===== config.mk =====
export PLATFORM = sky130hd
export DESIGN_NAME = accel_tap_pulse_detector_top_flat
export DESIGN_NICKNAME = d
export VERILOG_FILES = /design/src/hw/rtl/atpd_pkg.sv /design/src/hw/rtl/atpd_if.sv /design/src/hw/rtl/accel_tap_pulse_detector_top.sv /design/src/flat_wrapper.sv
export SDC_FILE = /design/constraint.sdc
export NUM_CORES = 1
export LEC_CHECK = 0
export BUFFER_PORTS_ARGS = -buffer_cell sky130_fd_sc_hd__clkbuf_2
export CAP_MARGIN = 20
export CORE_AREA = 2 2 206 127
export DETAILED_ROUTE_END_ITERATION = 8
export DIE_AREA = 0 0 208 129
export GPL_ROUTABILITY_DRIVEN = 0
export GPL_TIMING_DRIVEN = 0
export PLACE_DENSITY = 0.75
export SLEW_MARGIN = 20
export SYNTH_ARGS = -nofsm -noshare
export SYNTH_HDL_FRONTEND = slang
export SYNTH_SLANG_ARGS = --single-unit

===== constraint.sdc =====
create_clock -name clk_i -period 7.5 [get_ports clk_i]
set_input_delay 0.75 -clock clk_i [delete_from_list [all_inputs] [get_ports clk_i]]
set_output_delay 0.75 -clock clk_i [all_outputs]
set_load 0.005 [all_outputs]

===== src/hw/rtl/atpd_pkg.sv =====
// Package for the accelerometer tap pulse detector: widths, register map, reset values, helpers.
`default_nettype none

package atpd_pkg;

  localparam int unsigned AxisWidth     = 14;
  localparam int unsigned MagWidth      = 15;
  localparam int unsigned LevelWidth    = 15;
  localparam int unsigned CountWidth    = 8;
  localparam int unsigned TotalWidth    = 32;
  localparam int unsigned CfgIndexWidth = 3;
  localparam int unsigned CfgDataWidth  = 15;

  typedef logic signed [AxisWidth-1:0] axis_t;
  typedef logic        [MagWidth-1:0]  mag_t;
  typedef logic        [LevelWidth-1:0] level_t;
  typedef logic        [CountWidth-1:0] count_t;
  typedef logic        [TotalWidth-1:0] total_t;

  typedef enum logic [CfgIndexWidth-1:0] {
    RegPulseThreshold = 3'd0,
    RegQuietLevel     = 3'd1,
    RegMaxPulseWidth  = 3'd2,
    RegQuietRunNeeded = 3'd3,
    RegRearmLimit     = 3'd4
  } cfg_reg_e;

  localparam level_t PulseThresholdRst = 15'd2000;
  localparam level_t QuietLevelRst     = 15'd1200;
  localparam count_t MaxPulseWidthRst  = 8'd6;
  localparam count_t QuietRunNeededRst = 8'd10;
  localparam count_t RearmLimitRst     = 8'd100;

  // Magnitude of a two's complement axis sample; the most negative code maps to 2^13.
  function automatic logic [AxisWidth-1:0] abs_axis(axis_t v);
    logic [AxisWidth-1:0] u;
    u = v;
    return u[AxisWidth-1] ? (~u + {{(AxisWidth-1){1'b0}}, 1'b1}) : u;
  endfunction

endpackage

`default_nettype wire


===== src/hw/rtl/atpd_if.sv =====
// Handshake interfaces for the sample, result and configuration channels.
`default_nettype none

interface atpd_sample_if;
  logic                 valid;
  logic                 ready;
  atpd_pkg::axis_t      accel_x;
  atpd_pkg::axis_t      accel_y;
  atpd_pkg::axis_t      accel_z;
  logic                 vibrating;
  logic                 batch_end;

  modport source (output valid, accel_x, accel_y, accel_z, vibrating, batch_end,
                  input ready);
  modport sink   (input valid, accel_x, accel_y, accel_z, vibrating, batch_end,
                  output ready);
endinterface

interface atpd_result_if;
  logic                 valid;
  logic                 ready;
  logic                 tap;
  atpd_pkg::mag_t       peak_jerk;
  atpd_pkg::total_t     tap_count;
  atpd_pkg::total_t     batch_count;

  modport source (output valid, tap, peak_jerk, tap_count, batch_count, input ready);
  modport sink   (input valid, tap, peak_jerk, tap_count, batch_count, output ready);
endinterface

interface atpd_cfg_if;
  logic                                   valid;
  logic                                   ready;
  logic [atpd_pkg::CfgIndexWidth-1:0]     index;
  logic [atpd_pkg::CfgDataWidth-1:0]      data;

  modport source (output valid, index, data, input ready);
  modport sink   (input valid, index, data, output ready);
endinterface

`default_nettype wire


===== src/hw/rtl/accel_tap_pulse_detector_top.sv =====
// Top level of the accelerometer tap pulse detector.
//
// Samples enter on sample_i, one transaction per three-axis sample with its
// vibration and batch-end flags. Each sample yields exactly one transaction on
// result_o carrying the tap flag, the peak jerk and the tap and batch counts as
// they stand after that sample.
// Configuration is written through cfg_i (index, data); it is always ready and
// should only be written while no sample is in flight.
// A sample is captured in the input register; one pass of magnitude, jerk and
// decision logic then updates the state and loads the result register.
// Throughput is one sample per clock while the result receiver does not stall.
// When the receiver stalls, the result register holds and the input register
// still takes one more sample; sample_i.ready drops only when both are full.
// Reset clears all state and counters, arms the detector and loads the
// default thresholds; no clearing pass is needed.
`default_nettype none

module accel_tap_pulse_detector_top (
  input  wire              clk_i,
  input  wire              rst_ni,
  atpd_sample_if.sink      sample_i,
  atpd_result_if.source    result_o,
  atpd_cfg_if.sink         cfg_i
);

  // Configuration registers.
  atpd_pkg::level_t pulse_threshold_q, quiet_level_q;
  atpd_pkg::count_t max_pulse_width_q, quiet_run_needed_q, rearm_limit_q;

  // Input register.
  logic             s1_valid_q, s1_valid_d;
  atpd_pkg::axis_t  s1_x_q, s1_y_q, s1_z_q;
  logic             s1_vib_q, s1_batch_q;

  // Detector state and result register.
  logic             res_valid_q, res_valid_d;
  logic             res_tap_q, res_tap_d;
  atpd_pkg::mag_t   prev_mag_q, prev_mag_d;
  logic             mag_valid_q, mag_valid_d;
  logic             armed_q, armed_d;
  atpd_pkg::count_t quiet_run_q, quiet_run_d;
  atpd_pkg::count_t disarmed_run_q, disarmed_run_d;
  logic             in_pulse_q, in_pulse_d;
  atpd_pkg::count_t pulse_width_q, pulse_width_d;
  atpd_pkg::mag_t   peak_q, peak_d;
  atpd_pkg::total_t tap_cnt_q, tap_cnt_d;
  atpd_pkg::total_t batch_cnt_q, batch_cnt_d;

  logic             s1_move, in_acc, cfg_acc;
  atpd_pkg::mag_t   mag, jerk;
  atpd_pkg::count_t quiet_run_inc, disarmed_run_inc, pulse_width_inc;
  logic             is_quiet;

  assign s1_move         = s1_valid_q && (!res_valid_q || result_o.ready);
  assign sample_i.ready  = !s1_valid_q || s1_move;
  assign in_acc          = sample_i.valid && sample_i.ready;
  assign cfg_i.ready     = 1'b1;
  assign cfg_acc         = cfg_i.valid;

  assign s1_valid_d  = in_acc ? 1'b1 : (s1_move ? 1'b0 : s1_valid_q);
  assign res_valid_d = s1_move ? 1'b1 : (result_o.ready ? 1'b0 : res_valid_q);

  assign mag = atpd_pkg::MagWidth'(atpd_pkg::abs_axis(s1_x_q))
             + atpd_pkg::MagWidth'(atpd_pkg::abs_axis(s1_y_q))
             + atpd_pkg::MagWidth'(atpd_pkg::abs_axis(s1_z_q));
  assign jerk = (mag >= prev_mag_q) ? (mag - prev_mag_q) : (prev_mag_q - mag);
  assign is_quiet         = jerk < quiet_level_q;
  assign quiet_run_inc    = quiet_run_q + 8'd1;
  assign disarmed_run_inc = disarmed_run_q + 8'd1;
  assign pulse_width_inc  = pulse_width_q + 8'd1;

  always_comb begin
    prev_mag_d     = prev_mag_q;
    mag_valid_d    = mag_valid_q;
    armed_d        = armed_q;
    quiet_run_d    = quiet_run_q;
    disarmed_run_d = disarmed_run_q;
    in_pulse_d     = in_pulse_q;
    pulse_width_d  = pulse_width_q;
    peak_d         = peak_q;
    tap_cnt_d      = tap_cnt_q;
    batch_cnt_d    = batch_cnt_q;
    res_tap_d      = res_tap_q;

    if (s1_move) begin
      res_tap_d = 1'b0;
      priority if (s1_vib_q) begin
        mag_valid_d    = 1'b0;
        armed_d        = 1'b0;
        quiet_run_d    = '0;
        disarmed_run_d = '0;
        in_pulse_d     = 1'b0;
        pulse_width_d  = '0;
      end else if (!mag_valid_q) begin
        // First sample of a run only seeds the magnitude.
        prev_mag_d  = mag;
        mag_valid_d = 1'b1;
      end else begin
        prev_mag_d = mag;
        if (jerk > peak_q) begin
          peak_d = jerk;
        end
        priority if (!armed_q) begin
          if (is_quiet && (quiet_run_inc >= quiet_run_needed_q)) begin
            armed_d        = 1'b1;
            quiet_run_d    = '0;
            disarmed_run_d = '0;
          end else begin
            quiet_run_d = is_quiet ? quiet_run_inc : '0;
            if (disarmed_run_inc >= rearm_limit_q) begin
              armed_d        = 1'b1;
              quiet_run_d    = '0;
              disarmed_run_d = '0;
            end else begin
              disarmed_run_d = disarmed_run_inc;
            end
          end
        end else if (!in_pulse_q) begin
          if (jerk > pulse_threshold_q) begin
            in_pulse_d    = 1'b1;
            pulse_width_d = '0;
          end
        end else begin
          pulse_width_d = pulse_width_inc;
          priority if (is_quiet) begin
            in_pulse_d     = 1'b0;
            armed_d        = 1'b0;
            quiet_run_d    = '0;
            disarmed_run_d = '0;
            tap_cnt_d      = tap_cnt_q + 32'd1;
            res_tap_d      = 1'b1;
          end else if (pulse_width_inc >= max_pulse_width_q) begin
            // Too wide to be a tap: treat as motion and drop it.
            in_pulse_d = 1'b0;
          end else begin
            in_pulse_d = 1'b1;
          end
        end
      end
      if (s1_batch_q) begin
        batch_cnt_d = batch_cnt_q + 32'd1;
      end
    end
  end

  always_ff @(posedge clk_i or negedge rst_ni) begin
    if (!rst_ni) begin
      pulse_threshold_q  <= atpd_pkg::PulseThresholdRst;
      quiet_level_q      <= atpd_pkg::QuietLevelRst;
      max_pulse_width_q  <= atpd_pkg::MaxPulseWidthRst;
      quiet_run_needed_q <= atpd_pkg::QuietRunNeededRst;
      rearm_limit_q      <= atpd_pkg::RearmLimitRst;
    end else if (cfg_acc) begin
      unique case (atpd_pkg::cfg_reg_e'(cfg_i.index))
        atpd_pkg::RegPulseThreshold: pulse_threshold_q  <= cfg_i.data;
        atpd_pkg::RegQuietLevel:     quiet_level_q      <= cfg_i.data;
        atpd_pkg::RegMaxPulseWidth:  max_pulse_width_q  <= cfg_i.data[atpd_pkg::CountWidth-1:0];
        atpd_pkg::RegQuietRunNeeded: quiet_run_needed_q <= cfg_i.data[atpd_pkg::CountWidth-1:0];
        atpd_pkg::RegRearmLimit:     rearm_limit_q      <= cfg_i.data[atpd_pkg::CountWidth-1:0];
        default: ;
      endcase
    end
  end

  always_ff @(posedge clk_i) begin
    if (in_acc) begin
      s1_x_q     <= sample_i.accel_x;
      s1_y_q     <= sample_i.accel_y;
      s1_z_q     <= sample_i.accel_z;
      s1_vib_q   <= sample_i.vibrating;
      s1_batch_q <= sample_i.batch_end;
    end
  end

  always_ff @(posedge clk_i or negedge rst_ni) begin
    if (!rst_ni) begin
      s1_valid_q     <= 1'b0;
      res_valid_q    <= 1'b0;
      res_tap_q      <= 1'b0;
      prev_mag_q     <= '0;
      mag_valid_q    <= 1'b0;
      armed_q        <= 1'b1;
      quiet_run_q    <= '0;
      disarmed_run_q <= '0;
      in_pulse_q     <= 1'b0;
      pulse_width_q  <= '0;
      peak_q         <= '0;
      tap_cnt_q      <= '0;
      batch_cnt_q    <= '0;
    end else begin
      s1_valid_q     <= s1_valid_d;
      res_valid_q    <= res_valid_d;
      res_tap_q      <= res_tap_d;
      prev_mag_q     <= prev_mag_d;
      mag_valid_q    <= mag_valid_d;
      armed_q        <= armed_d;
      quiet_run_q    <= quiet_run_d;
      disarmed_run_q <= disarmed_run_d;
      in_pulse_q     <= in_pulse_d;
      pulse_width_q  <= pulse_width_d;
      peak_q         <= peak_d;
      tap_cnt_q      <= tap_cnt_d;
      batch_cnt_q    <= batch_cnt_d;
    end
  end

  // The state only moves when a result is loaded, so it always matches the held result.
  assign result_o.valid       = res_valid_q;
  assign result_o.tap         = res_tap_q;
  assign result_o.peak_jerk   = peak_q;
  assign result_o.tap_count   = tap_cnt_q;
  assign result_o.batch_count = batch_cnt_q;

`ifndef SYNTH
  a_tap_disarms: assert property (@(posedge clk_i) disable iff (!rst_ni)
    (res_valid_q && res_tap_q) |-> !armed_q)
    else $error("tap result held while detector is armed");

  a_pulse_needs_armed: assert property (@(posedge clk_i) disable iff (!rst_ni)
    in_pulse_q |-> (armed_q && mag_valid_q))
    else $error("pulse open while disarmed or without a seeded magnitude");

  a_stall_holds_input: assert property (@(posedge clk_i) disable iff (!rst_ni)
    (s1_valid_q && res_valid_q && !result_o.ready) |=> (s1_valid_q && $stable(tap_cnt_q)))
    else $error("input stage or state moved while result was stalled");
`endif

endmodule

`default_nettype wire


===== src/flat_wrapper.sv =====
// flat-port wrapper written by rule: the top's interface ports become plain ports
module accel_tap_pulse_detector_top_flat 
  (clk_i, rst_ni, sample_i_valid, sample_i_accel_x, sample_i_accel_y, sample_i_accel_z, sample_i_vibrating, sample_i_batch_end, sample_i_ready, result_o_valid, result_o_tap, result_o_peak_jerk, result_o_tap_count, result_o_batch_count, result_o_ready, cfg_i_valid, cfg_i_index, cfg_i_data, cfg_i_ready);
  atpd_sample_if sample_i_i ();
  atpd_result_if result_o_i ();
  atpd_cfg_if cfg_i_i ();
  input  wire clk_i;
  input  wire rst_ni;
  input wire logic [$bits(sample_i_i.valid)-1:0] sample_i_valid;
  input wire logic [$bits(sample_i_i.accel_x)-1:0] sample_i_accel_x;
  input wire logic [$bits(sample_i_i.accel_y)-1:0] sample_i_accel_y;
  input wire logic [$bits(sample_i_i.accel_z)-1:0] sample_i_accel_z;
  input wire logic [$bits(sample_i_i.vibrating)-1:0] sample_i_vibrating;
  input wire logic [$bits(sample_i_i.batch_end)-1:0] sample_i_batch_end;
  output wire logic [$bits(sample_i_i.ready)-1:0] sample_i_ready;
  output wire logic [$bits(result_o_i.valid)-1:0] result_o_valid;
  output wire logic [$bits(result_o_i.tap)-1:0] result_o_tap;
  output wire logic [$bits(result_o_i.peak_jerk)-1:0] result_o_peak_jerk;
  output wire logic [$bits(result_o_i.tap_count)-1:0] result_o_tap_count;
  output wire logic [$bits(result_o_i.batch_count)-1:0] result_o_batch_count;
  input wire logic [$bits(result_o_i.ready)-1:0] result_o_ready;
  input wire logic [$bits(cfg_i_i.valid)-1:0] cfg_i_valid;
  input wire logic [$bits(cfg_i_i.index)-1:0] cfg_i_index;
  input wire logic [$bits(cfg_i_i.data)-1:0] cfg_i_data;
  output wire logic [$bits(cfg_i_i.ready)-1:0] cfg_i_ready;
  assign sample_i_i.valid = sample_i_valid;
  assign sample_i_i.accel_x = sample_i_accel_x;
  assign sample_i_i.accel_y = sample_i_accel_y;
  assign sample_i_i.accel_z = sample_i_accel_z;
  assign sample_i_i.vibrating = sample_i_vibrating;
  assign sample_i_i.batch_end = sample_i_batch_end;
  assign sample_i_ready = sample_i_i.ready;
  assign result_o_valid = result_o_i.valid;
  assign result_o_tap = result_o_i.tap;
  assign result_o_peak_jerk = result_o_i.peak_jerk;
  assign result_o_tap_count = result_o_i.tap_count;
  assign result_o_batch_count = result_o_i.batch_count;
  assign result_o_i.ready = result_o_ready;
  assign cfg_i_i.valid = cfg_i_valid;
  assign cfg_i_i.index = cfg_i_index;
  assign cfg_i_i.data = cfg_i_data;
  assign cfg_i_ready = cfg_i_i.ready;
  accel_tap_pulse_detector_top u_core (.clk_i(clk_i), .rst_ni(rst_ni), .sample_i(sample_i_i), .result_o(result_o_i), .cfg_i(cfg_i_i));
endmodule

==> results.sh <==
export IMPL_path_clk_slew_ps=60
export IMPL_tns_ps=-19.6
export IMPL_numCtsBuffers=22
export IMPL_fin_ws_ps=-19.6
export IMPL_synth_top_area_share=0.297
export IMPL_cts_tree="yes"
export IMPL_async_reset_ff_frac=0.802
export IMPL_wl_per_cell_um=17.8
export IMPL_failed_checks="negative setup slack"
export IMPL_synth_edf_count=44
export IMPL_die_width_um=208
export IMPL_dp_hpwl_um=24300
export IMPL_hold_violations=0
export IMPL_antenna_found_initial=0
export IMPL_die_height_um=129
export IMPL_criticalPathCategory="reg -> reg"
export IMPL_grt_overflow=0
export IMPL_grt_max_degree=90
export IMPL_wirelength_um=34200
export IMPL_clock_sinks=222
export IMPL_tightest_slew_ps=677
export IMPL_fp_dieArea_um2=26800
export IMPL_cts_root_buf="clkbuf_16"
export IMPL_ys_seq_area_frac=0.429
export IMPL_core_area_um2=24900
export IMPL_cp_arrival_ps=7950
export IMPL_maxCapViolCount=0
export IMPL_drive_above_1_share=0.266
export IMPL_finalCritPeriodShare=1.00
export IMPL_avgSynthCellArea_um2=10.1
export IMPL_synth_main_ff_cell="dfrtp_1"
export IMPL_ios=150
export IMPL_cp_max_fo=6
export IMPL_clock_latency_ps=520
export IMPL_ys_ff_latch=222
export IMPL_drc_errors=0
export IMPL_endpoint_kind="flip-flop"
export IMPL_antenna_cells=0
export IMPL_rsz0062_at_grt="true"
export IMPL_status="complete, but fails checks"
export IMPL_start_util=0.543
export IMPL_start_kind="flip-flop"
export IMPL_clockBufferDepth=3
export IMPL_synth_warning_count=0
export IMPL_vias=10800
export IMPL_ant_nets=0
export IMPL_synthesis_nets=1546
export IMPL_syn_cell_area_um2=13500
export IMPL_maxSlewHeadroom=0.545
export IMPL_gr_usage_all_layers=0.245
export IMPL_grt_pass1_vias=10100
export IMPL_setup_viol=1
export IMPL_synth_commonest_cells="dfrtp_1, nand2_1, inv_1, ha_1, o21ai_0"
export IMPL_nNetsFinal=1783
export IMPL_initialDrtViolationCount=976
export IMPL_cts_htree_levels=1
export IMPL_yosysMostFrequentCell="dfrtp_1"
export IMPL_cp_required_ps=7930
export IMPL_max_freq_mhz=133
export IMPL_slew_violations=0
export IMPL_rr_worst_depth=35
export IMPL_io_buffers=148
export IMPL_min_path_type="in -> async"
export IMPL_clock_skew_ps=9.68
export IMPL_first_pass_iters=7
export IMPL_syn_inst=1343
export IMPL_crit_slowest_cell="or4_4"
export IMPL_period_needed_ps=7520
export IMPL_grt_pass1_wl_um=53200
export IMPL_area_growth_pct=23.8
export IMPL_cts_hold_buf=0
export IMPL_synth_area_leader_cell="dfrtp_1"
export IMPL_synth_area_leaders="dfrtp_1, ha_1, edfxtp_1"
export IMPL_rows=45
export IMPL_cp_slowest_stage_delay_ps=570
export IMPL_synthDistinctLibCells=74
export IMPL_vias_per_cell=5.62
-- metrics by stage --
| step | hold slack, ps | worst slack [ps] | cells | area (um^2) | util |
|---|---|---|---|---|---|
| 2_1_floorplan | 454 | 548 | 1343 | 13500 | - |
| 3_3_place_gp | 457 | -769 | 1820 | 14700 | 0.589 |
| 3_5_place_dp | 486 | -915 | 1823 | 14700 | 0.592 |
| 4_1_cts | 101 | 7.55 | 1879 | 15800 | 0.635 |
| 5_1_grt | 116 | -264 | 1925 | 16700 | 0.671 |
| 6_report | 113 | -19.6 | 1925 | 16700 | 0.671 |
-- critical path: cells and delay by family (launching register included) --
kind	cells	cell delay [ps]
AOI/OAI and AO/OA	10	1780
muxes	1	150
xor gates and xnor gates	3	560
and+or+nand+nor	9	2270
DFF	1	420
buffers and inverters	8	990
adders and majority gates	4	1250
-- cells in the final DEF (no fill, tap or decap), types with 7 or more instances in the layout --
master / instances
dfrtp_1: 160
clkbuf_2: 149
nand2_1: 139
inv_1: 125
ha_1: 111
o21ai_0: 95
xnor2_1: 75
buf_4: 55
nor2_1: 49
xor2_1: 45
edfxtp_1: 44
nand3_1: 41
a21oi_1: 34
clkbuf_16: 27
and3_1: 25
mux2_2: 24
nand4_1: 22
nor2b_1: 21
a21o_1: 20
dfstp_2: 18
fa_1: 17
clkbuf_1: 16
nand2b_1: 14
nor3_1: 13
o21ai_1: 11
buf_6: 10
or3_1: 10
a22o_1: 10
buf_2: 8
o31ai_1: 8
nor2_2: 7
o21a_1: 7
-- path summary, 6_finish.rpt --
kind | from | end | slack, ps
max | u_core.s1_x_q[4] | u_core.disarmed_run_q[5] | -20
min | rst_ni | u_core.pulse_threshold_q[11] | 110
max reg2reg | u_core.s1_x_q[4] | u_core.disarmed_run_q[5] | -20
min reg2reg | u_core.result_o.batch_count[31] | u_core.result_o.batch_count[31] | 480
max in group asynchronous | rst_ni | u_core.disarmed_run_q[6] | 6290
min in group clk_i | sample_i_accel_y[13] | u_core.s1_y_q[13] | 400
-- logic make-up (layout without fill, tap and decap cells) --
group | count (synthesis) | in the layout | share of synthesized area
other cells | 1 | 1 | 0.000278
flops | 222 | 222 | 0.429
buf+inv | 160 | 413 | 0.0478
simple gates | 397 | 397 | 0.150
fa+ha+maj | 136 | 136 | 0.135
compound gates | 255 | 255 | 0.120
xor+xnor | 135 | 135 | 0.0876
mux | 37 | 37 | 0.0297
-- state kept, by name (all words and copies together), names as in the netlist, 8 cells and up --
| register | cells |
|---|---|
| u_core.s1_z_q | 14 |
| u_core.rearm_limit_q | 8 |
| u_core.result_o.batch_count | 32 |
| u_core.quiet_level_q | 15 |
| u_core.quiet_run_q | 8 |
| u_core.max_pulse_width_q | 8 |
| u_core.disarmed_run_q | 8 |
| u_core.result_o.peak_jerk | 15 |
| u_core.quiet_run_needed_q | 8 |
| u_core.pulse_threshold_q | 15 |
| u_core.prev_mag_q | 15 |
| u_core.s1_x_q | 14 |
| u_core.pulse_width_q | 8 |
| u_core.s1_y_q | 14 |
| u_core.result_o.tap_count | 32 |
-- repair_timing --
| item | in CTS | in global routing |
|---|---|---|
| cloned | 0 | 2 |
| endpoints found under the hold margin | 0 | 0 |
| buffers inserted | 16 | 44 |
| pin swaps | 10 | 47 |
| setup endpoints to repair | 74 | 74 |
| resized for setup | 41 | 126 |
-- layout make-up --
class / count / area, um^2
well taps: 329 / 412
plain buffers: 34 / 231
clock inverters: 5 / 25.0
repair buffers: 213 / 1370
fillers: 1869 / 8180
multi-input cells: 961 / 7690
flip-flops and latches: 222 / 5800
clock buffers: 35 / 707
inverters: 126 / 473
-- per-layer routing --
layer,share of wire,track usage,vias up
li1,-,-,5114
met1,0.48,0.385,5253
met2,0.43,0.361,397
met3,0.068,0.0359,51
met4,0.017,0.0446,0
met5,0,0,-
Power is not shown: default switching activity piles up to over one toggle a cycle in this logic, so the estimate is an artifact.
